## src/sv/adqd_serial_div.sv

```systemverilog
// Bit-serial restoring divider, one quotient bit per cycle.
// Depends on no other file.
`timescale 1ns / 1ps

module adqd_serial_div #(
  parameter int DW = 18,
  parameter int VW = 6
) (
  input  logic          clk,
  input  logic          rst_n,
  input  logic          start,
  input  logic [DW-1:0] dividend,
  input  logic [VW-1:0] divisor,
  output logic          done,
  output logic [DW-1:0] quotient
);

  localparam int CNTW = $clog2(DW);

  logic            busy_r;
  logic            done_r;
  logic [CNTW-1:0] cnt_r;
  logic [DW-1:0]   sh_r;
  logic [VW-1:0]   rem_r;
  logic [VW-1:0]   dvs_r;

  logic [VW:0]   rem_sh;
  logic [VW:0]   rem_diff;
  logic          ge;
  logic [VW-1:0] rem_nxt;

  always_comb begin
    rem_sh   = {rem_r, sh_r[DW-1]};
    ge       = rem_sh >= {1'b0, dvs_r};
    rem_diff = rem_sh - {1'b0, dvs_r};
    rem_nxt  = ge ? rem_diff[VW-1:0] : rem_sh[VW-1:0];
  end

  always_ff @(posedge clk) begin
    if (!rst_n) begin
      busy_r <= 1'b0;
      done_r <= 1'b0;
      cnt_r  <= '0;
    end else begin
      done_r <= busy_r && (cnt_r == '0);
      if (start) begin
        busy_r <= 1'b1;
        cnt_r  <= CNTW'(DW - 1);
      end else if (busy_r) begin
        if (cnt_r == '0) begin
          busy_r <= 1'b0;
        end
        cnt_r <= cnt_r - CNTW'(1);
      end
    end
  end

  always_ff @(posedge clk) begin
    if (start) begin
      sh_r  <= dividend;
      rem_r <= '0;
      dvs_r <= divisor;
    end else if (busy_r) begin
      sh_r  <= {sh_r[DW-2:0], ge};
      rem_r <= rem_nxt;
    end
  end

  assign done     = done_r;
  assign quotient = sh_r;

endmodule

```

## config.mk

```make
export PLATFORM = sky130hd
export DESIGN_NAME = adqd_serial_div
export DESIGN_NICKNAME = d
export VERILOG_FILES = /design/src/sv/adqd_serial_div.sv
export SDC_FILE = /design/constraint.sdc
export NUM_CORES = 1
export LEC_CHECK = 0
export ABC_AREA = 1
export ABC_CLOCK_PERIOD_IN_PS = 2000
export BUFFER_PORTS_ARGS = -buffer_cell sky130_fd_sc_hd__buf_4
export CORE_UTILIZATION = 50
export DETAILED_ROUTE_END_ITERATION = 6
export PLACE_DENSITY = 0.75
export REMOVE_ABC_BUFFERS = 1
export SLEW_MARGIN = 30
export SYNTH_ARGS = -nofsm -noshare
export SYNTH_HDL_FRONTEND = slang
export SYNTH_SLANG_ARGS = --single-unit
export TNS_END_PERCENT = 5
```

## constraint.sdc

```tcl
create_clock -name clk -period 2 [get_ports clk]
set_clock_uncertainty 0.2 [all_clocks]
set_input_delay 0.1 -clock clk [delete_from_list [all_inputs] [get_ports clk]]
set_output_delay 0.1 -clock clk [all_outputs]
set_load 0.02 [all_outputs]
```

==> results of run 1 <==
-- metal layers --
metal / global-route usage / share of wire
met3: 0.06884 / 0.065
met2: 0.3816 / 0.48
met5: 0 / 0
met4: 0.09091 / 0.016
met1: 0.2780 / 0.43
-- flip-flops by register name, indices dropped and copies added (netlist names) --
signal / cells
busy_r: 1
cnt_r: 5
done: 1
dvs_r: 6
quotient: 18
rem_r: 6
-- logic make-up after synthesis --
| logic type | after synthesis | synth area share |
|---|---|---|
| AOI/OAI and AO/OA | 8 | 0.03121 |
| xor gates and xnor gates | 2 | 0.009298 |
| adders and majority gates | 9 | 0.06375 |
| buffers and inverters | 34 | 0.06839 |
| DFF | 37 | 0.5206 |
| and+or+nand+nor | 132 | 0.3068 |
-- power groups by stage --
stage | combinational [mW] | sequential, mW | clock (mW)
floorplan | 0.258 | 1.01 | 0
global placement | 0.482 | 0.968 | 0
detailed placement | 0.491 | 0.966 | 0
CTS | 0.528 | 0.954 | 0.546
global route | 0.595 | 0.963 | 0.579
finish | 0.538 | 0.953 | 0.538
-- worst max-delay path: stages (launching register included) --
cell and delay, ns:
edfxtp_1 0.33, inv_1 0.04, ha_1 0.35, nand2_2 0.11
nor2_4 0.13, nand3_2 0.17, nand3_4 0.18, nand3_1 0.09
nand3_1 0.08, nand2_1 0.05
-- stage by stage --
step / setup WS (ns) / util
4_1_cts: 0.1390 / 0.7561
5_1_grt: -0.002325 / 0.7597
2_1_floorplan: 0.1377 / -
3_3_place_gp: 0.2182 / 0.6580
3_5_place_dp: 0.1543 / 0.6580
6_report: 0.1705 / 0.7597
-- worst min path at each step --
stage | end | startpoint | slack (ns) | depth (start not counted)
6_report | dvs_r[0]$_DFFE_PP_ | start | 0.02 | 1
3_3_place_gp | dvs_r[1]$_DFFE_PP_ | divisor[1] | 0.08 | 1
3_5_place_dp | dvs_r[1]$_DFFE_PP_ | divisor[1] | 0.08 | 1
2_1_floorplan | dvs_r[0]$_DFFE_PP_ | divisor[0] | -0.001 | 0
4_1_cts | dvs_r[0]$_DFFE_PP_ | start | 0.01 | 1
5_1_grt | dvs_r[3]$_DFFE_PP_ | start | 0.02 | 1
-- final cells by class --
cell class	instances	area [um^2]	area share
inverter	29	108.9	0.04131
sequential	37	980.9	0.3723
tap	46	57.56	0.02184
timing repair buffer	74	618.1	0.2346
multi-input combinational	151	779.5	0.2958
clock buffer	8	90.09	0.03419
-- Yosys cell counts (2+ instances only) --
master    count
nand2_2       2
inv_1        29
nand4_1       8
clkbuf_1      3
ha_1          8
nand2_1      91
xor2_1        2
nand3_1      11
nor2_1       12
dfxtp_1      13
a21oi_1       3
edfxtp_1     24
-- what timing repair did --
item / 4_1_cts / 5_1_grt
setup buffers: 0 / 1
gates resized for setup: 0 / 3
hold endpoints to repair: 31 / 0
setup endpoints to repair: 0 / 1
hold buffers: 25 / 0
==> metrics.md, run 1 <==
| Metric | Value |
|---|---|
| Die ar. | `4018 um^2` |
| Synth top area share | `0.3825` |
| Cell Pwr Density | `770.1 nW/um^2` |
| Die H | `63.39 um` |
| Cell Area, Placed | `2282 um^2` |
| First-pass GRT wire length | `7107 um` |
| Area growth syn-to-layout | `39.84%` |
| Final worst path period share | `0.9148` |
| Sequential power share | `0.470` |
| Setup crit end | `rem_r[4]$_SDFFE_PP0P_` |
| Yosys reg bits | `37` |
| Max-cap violations | `0` |
| Clock H-tree levels | `2` |
| Largest net degree at the start of global routing | `29` |
| Final Hold Viols | `0` |
| Ratio of cells with drive above 1 in the final layout | `0.2174` |
| GRT Residual Overflow | `0` |
| Clock transition at path regs | `roughly 0.07 ns` |
| Leakage power | `1.293 nW` |
| R2R cell count | `9` |
| Netlist cell types | `28` |
| Hold slack | `0.02291 ns` |
| Top post-synthesis cells by area | `edfxtp_1, nand2_1, dfxtp_1, inv_1, ha_1` |
| WP data arrival | `approximately 1.8 ns` |
| Max FO, Critical Path | `7` |
| Synth Cell Area | `1884 um^2` |
| Critical path class | `register to register` |
| Routability Congestion | `0.8755` |
| Mapped Cells | `222` |
| Placed cell count | `311` |
| R2r startpoint | `dvs_r[3]$_DFFE_PP_` |
| Final Non-Filler Cells | `345` |
| # fillers | `275` |
| Clk sinks | `37` |
| Vias per cell | `4.814` |
| Slew headroom | `0.7992` |
| Clk pwr share | `0.265` |
| Clock latency on the worst-skew pair | `0.29 ns` |
| Status | `completed` |
| All-Layer GR Usage | `0.2303` |
| Worst-Margin Slew | `0.3012 ns` |
| Required time of the worst setup path | `1.99 ns` |
| Worst-case vdd ir drop | `0.5090 mV` |
| Power, Total | `2.029 mW` |
| Cell area after layout | `2635 um^2` |
| Initial Util | `0.5433` |
| Die W | `about 63 um` |
| Final setup vio count | `0` |
| Vias in the first global route | `1641` |
| Fmax | `0.5466 GHz` |
| DR DRC count | `0` |
| Yosys warnings | `0` |
| First-pass iteration count of the detailed router | `5` |
| Top FF cell, synth | `edfxtp_1` |
| Critical path launch point | `dvs_r[3]$_DFFE_PP_` |
| Syn_area_per_cell | `8.488 um^2` |
| PortBufs | `45` |
| Commonest non-fill, non-tap cell in the layout | `nand2_1` |
| Clock buffers created by TritonCTS | `5` |
| Min cycle time layout | `1.830 ns` |
| # nets final | `334` |
| Async S/R FF share, synth | `0` |
| Sequential element share of the synthesized area | `0.5206` |
| Hold/Removal Path Class | `input pin to register` |
| Post-Route WL | `4122 um` |
| Switching fraction of total power | `0.2978` |
| Ports | `46` |
| CTS tree | `built` |
| Routed via count | `1661` |
| Clock root cell | `clkbuf_8` |
| Cell taking the most area after synthesis | `edfxtp_1` |
| Critical path capture point type | `register` |
| Switch Pwr | `0.6043 mW` |
| Setup TNS | `0 ns` |
| Core box area | `roughly 3500 um^2` |
| FP Rows | `21` |
| Routed wire per std cell | `11.95 um` |
| FF-to-FF End | `rem_r[4]$_SDFFE_PP0P_` |
| Most frequent cells in the layout | `nand2_1, buf_4, inv_1` |
| Initial antenna violation count | `0` |
| Antenna cells | `0` |
| Int Pwr | `1.425 mW` |
| Comb pwr share | `0.265` |
| Post-synth EDFFs | `24` |
| Antenna viol nets, final | `0` |
| Hpwl dp | `2736 um` |
| Clock Path Buffers | `2` |
| Crit start category | `register` |
| R2R Setup Slk | `0.17 ns` |
| Drt first-iter violations | `90` |
| Max-slew violations | `0` |
Note: power is estimated with default switching activity, not from simulation.
==> inputs of run 2 (changes only) <==
--- a/config.mk
+++ b/config.mk
@@ -10,6 +10,7 @@
 export BUFFER_PORTS_ARGS = -buffer_cell sky130_fd_sc_hd__buf_4
 export CORE_UTILIZATION = 50
 export DETAILED_ROUTE_END_ITERATION = 6
+export MAX_ROUTING_LAYER = met4
 export PLACE_DENSITY = 0.75
 export REMOVE_ABC_BUFFERS = 1
 export SLEW_MARGIN = 30
==> run 2 against run 1 <==
- via count rose by 1.0%
- die area did not move
- first-iteration DRC count rose by 24%
==> metrics.md, run 2 (synthesis results as in run 1) <==
| Metric | Value |
|---|---|
| Final worst path period share | `0.9227 (was 0.9148)` |
| Antenna viol nets, final | `0 (unchanged)` |
| Critical path's slowest cell | `fa_1 (was ha_1)` |
| Vias per cell | `4.878 (was 4.814)` |
| Critical path class | `register to register (unchanged)` |
| Largest net degree at the start of global routing | `29 (unchanged)` |
| Status | `completed (unchanged)` |
| Hold path depth | `1 (unchanged)` |
| Most used cell, CP | `nand3_1 (unchanged)` |
| Area growth syn-to-layout | `40.04% (was 39.84%)` |
| Routability Congestion | `0.8606 (was 0.8755)` |
| FF-to-FF End | `rem_r[4]$_SDFFE_PP0P_ (unchanged)` |
| Max FO, Critical Path | `3 (was 7)` |
| GRT Residual Overflow | `0 (unchanged)` |
| All-Layer GR Usage | `0.2464 (was 0.2303)` |
| Clock transition at path regs | `0.07 ns (about the same)` |
| Clock latency on the worst-skew pair | `0.29 ns (about the same)` |
| Switch Pwr | `0.6024 mW (was 0.6043 mW)` |
| Required time of the worst setup path | `1.98 ns (was 1.99 ns)` |
| Antenna cells | `0 (unchanged)` |
| Family with the most delay on the worst path | `adder cells (was simple AND/OR/NAND/NOR gates)` |
| Critical-path cell list | `inv_1 -> ha_1 -> fa_1 -> nand3b_1 -> nand4_1 -> nand3_1 -> nand3_1 -> nand2_1 (was inv_1 -> ha_1 -> nand2_2 -> nor2_4 -> nand3_2 -> nand3_4 -> nand3_1 -> nand3_1 -> nand2_1)` |
| Max reg flops | `18 (unchanged)` |
| WP data arrival | `1.82 ns (was 1.81 ns)` |
| Die ar. | `4018 um^2 (unchanged)` |
| Clock H-tree levels | `2 (unchanged)` |
| First-pass iteration count of the detailed router | `4 (was 5)` |
| Initial antenna violation count | `0 (unchanged)` |
| Clock root cell | `clkbuf_8 (unchanged)` |
| Post_cts resized | `0 (unchanged)` |
| Setup TNS | `0 ns (unchanged)` |
| Die W | `63.39 um (unchanged)` |
| Max-cap violations | `0 (unchanged)` |
| Cell Area, Placed | `2282 um^2 (unchanged)` |
| # fillers | `254 (was 275)` |
| Min cycle time layout | `1.845 ns (was 1.830 ns)` |
| Ports | `46 (unchanged)` |
| Post-Route WL | `4275 um (was 4122 um)` |
| Switching fraction of total power | `0.2856 (was 0.2978)` |
| Die H | `63.39 um (unchanged)` |
| Worst-Margin Slew | `0.3105 ns (was 0.3012 ns)` |
| Routed via count | `1678 (was 1661)` |
| R2R cell count | `8 (was 9)` |
| Final setup vio count | `0 (unchanged)` |
| Vias in the first global route | `1618 (was 1641)` |
| Post-layout util | `0.7608 (was 0.7597)` |
| Max-slew violations | `0 (unchanged)` |
| Cell area after layout | `2639 um^2 (was 2635 um^2)` |
| Slew headroom | `0.7930 (was 0.7992)` |
| Clk sinks | `37 (unchanged)` |
| Int Pwr | `1.507 mW (was 1.425 mW)` |
| Cell Pwr Density | `799.4 nW/um^2 (was 770.1 nW/um^2)` |
| Clock Path Buffers | `2 (unchanged)` |
| Hold Path End | `dvs_r[0]$_DFFE_PP_ (unchanged)` |
| Final Hold Viols | `0 (unchanged)` |
| Sequential power share | `0.453 (was 0.470)` |
| Hpwl dp | `2630 um (was 2736 um)` |
| Fmax | `0.5419 GHz (was 0.5466 GHz)` |
| FP Rows | `21 (unchanged)` |
| Worst-case vdd ir drop | `0.6354 mV (was 0.5090 mV)` |
| Critical path capture point type | `register (unchanged)` |
| # nets final | `333 (was 334)` |
| Drt first-iter violations | `112 (was 90)` |
| Clock buffers created by TritonCTS | `5 (unchanged)` |
| Core box area | `3468 um^2 (unchanged)` |
| Comb pwr share | `0.252 (was 0.265)` |
| Ratio of cells with drive above 1 in the final layout | `0.2047 (was 0.2174)` |
| Max incr delay on CP | `0.40 ns (was 0.35 ns)` |
| Initial Util | `0.5433 (unchanged)` |
| Clk pwr share | `0.295 (was 0.265)` |
| First-pass GRT wire length | `7300 um (was 7107 um)` |
| CTS tree | `built (unchanged)` |
| Unrepaired setup endpoints after global routing | `false` |
| Crit start category | `register (unchanged)` |
| Routed wire per std cell | `12.43 um (was 11.95 um)` |
| Most frequent cells in the layout | `nand2_1, buf_4, inv_1 (unchanged)` |
| Leakage power | `1.299 nW (was 1.293 nW)` |
| R2r startpoint | `quotient[17]$_DFFE_PP_ (was dvs_r[3]$_DFFE_PP_)` |
| CP bufs+invs | `1 (unchanged)` |
| HP Start | `start (unchanged)` |
| R2R Setup Slk | `0.15 ns (was 0.17 ns)` |
| Hold/Removal Path Class | `input pin to register (unchanged)` |
| PortBufs | `45 (unchanged)` |
| Power, Total | `2.109 mW (was 2.029 mW)` |
| Commonest non-fill, non-tap cell in the layout | `nand2_1 (unchanged)` |
| DR DRC count | `0 (unchanged)` |
| Postcts setup bufs | `0 (unchanged)` |
==> run 2: changes by cell type in the layout (fill, tap and decap cells not counted) <==
cell       change
ha_2           -1
buf_4          -1
bufinv_16      +1
inv_1          +1
clkbuf_8       -1
fa_1           +1
ha_1           +1
fa_2           -1
clkinv_1       +1
clkbuf_1       -1
inv_2          -1
==> run 2: through the flow <==
stage,hold WS [ns],std cells,worst slack [ns]
floorplan,-0.001131,217,0.1377
global placement,0.07915,311,0.2091
detailed placement,0.07966,311,0.1810
CTS,0.02175,344,0.1615
global route,0.02926,344,0.002728
finish,0.03591,344,0.1546
==> run 2: power groups by stage <==
stage               registers [mW]  clock network [mW]  logic [mW]
floorplan                     1.01                   0       0.258
global placement             0.968                   0       0.482
detailed placement           0.967                   0       0.486
CTS                          0.953               0.632       0.525
global route                 0.966               0.662       0.591
finish                       0.955               0.623       0.532
==> run 2: area by class of cell <==
type	instances	area, um^2	share of cell area
clock buffers	6	72.57	0.02750
inverters	29	108.9	0.04125
flip-flops and latches	37	980.9	0.3717
well taps	46	57.56	0.02181
repair buffers	73	610.6	0.2314
multi-input cells	151	774.5	0.2935
clock inverters	2	33.78	0.01280
==> run 2: timing repair <==
action,4_1_cts,5_1_grt
hold endpoints to repair,31,0
hold buffers,25,0
endpoints found under the setup margin,0,0
==> run 2: per-layer routing <==
| metal | vias to the layer above | global-route usage | part of all wire |
|---|---|---|---|
| met3 | 5 | 0.05978 | 0.048 |
| met1 | 769 | 0.2991 | 0.44 |
| li1 | 859 | - | - |
| met4 | 0 | 0.06818 | 0.0080 |
| met2 | 45 | 0.4069 | 0.50 |
| met5 | - | - | 0 |
==> run 2: how the worst max path moves through the flow <==
stage	start	to	slack (ns)	depth (start not counted)
6_report	quotient[17]$_DFFE_PP_	rem_r[4]$_SDFFE_PP0P_	0.15	8
2_1_floorplan	quotient[17]$_DFFE_PP_	rem_r[4]$_SDFFE_PP0P_	0.14	8
5_1_grt	quotient[17]$_DFFE_PP_	rem_r[4]$_SDFFE_PP0P_	0.003	8
3_3_place_gp	rem_r[3]$_SDFFE_PP0P_	quotient[0]$_DFFE_PP_	0.21	7
4_1_cts	quotient[17]$_DFFE_PP_	rem_r[4]$_SDFFE_PP0P_	0.16	8
3_5_place_dp	quotient[17]$_DFFE_PP_	rem_r[4]$_SDFFE_PP0P_	0.18	8
==> run 2: worst register-to-register path: cells and delay by family, from the launching register on <==
kind,cells,cell delay [ns]
adders and majority gates,2,0.61
buffers and inverters,1,0.08
DFF,1,0.35
and+or+nand+nor,5,0.49
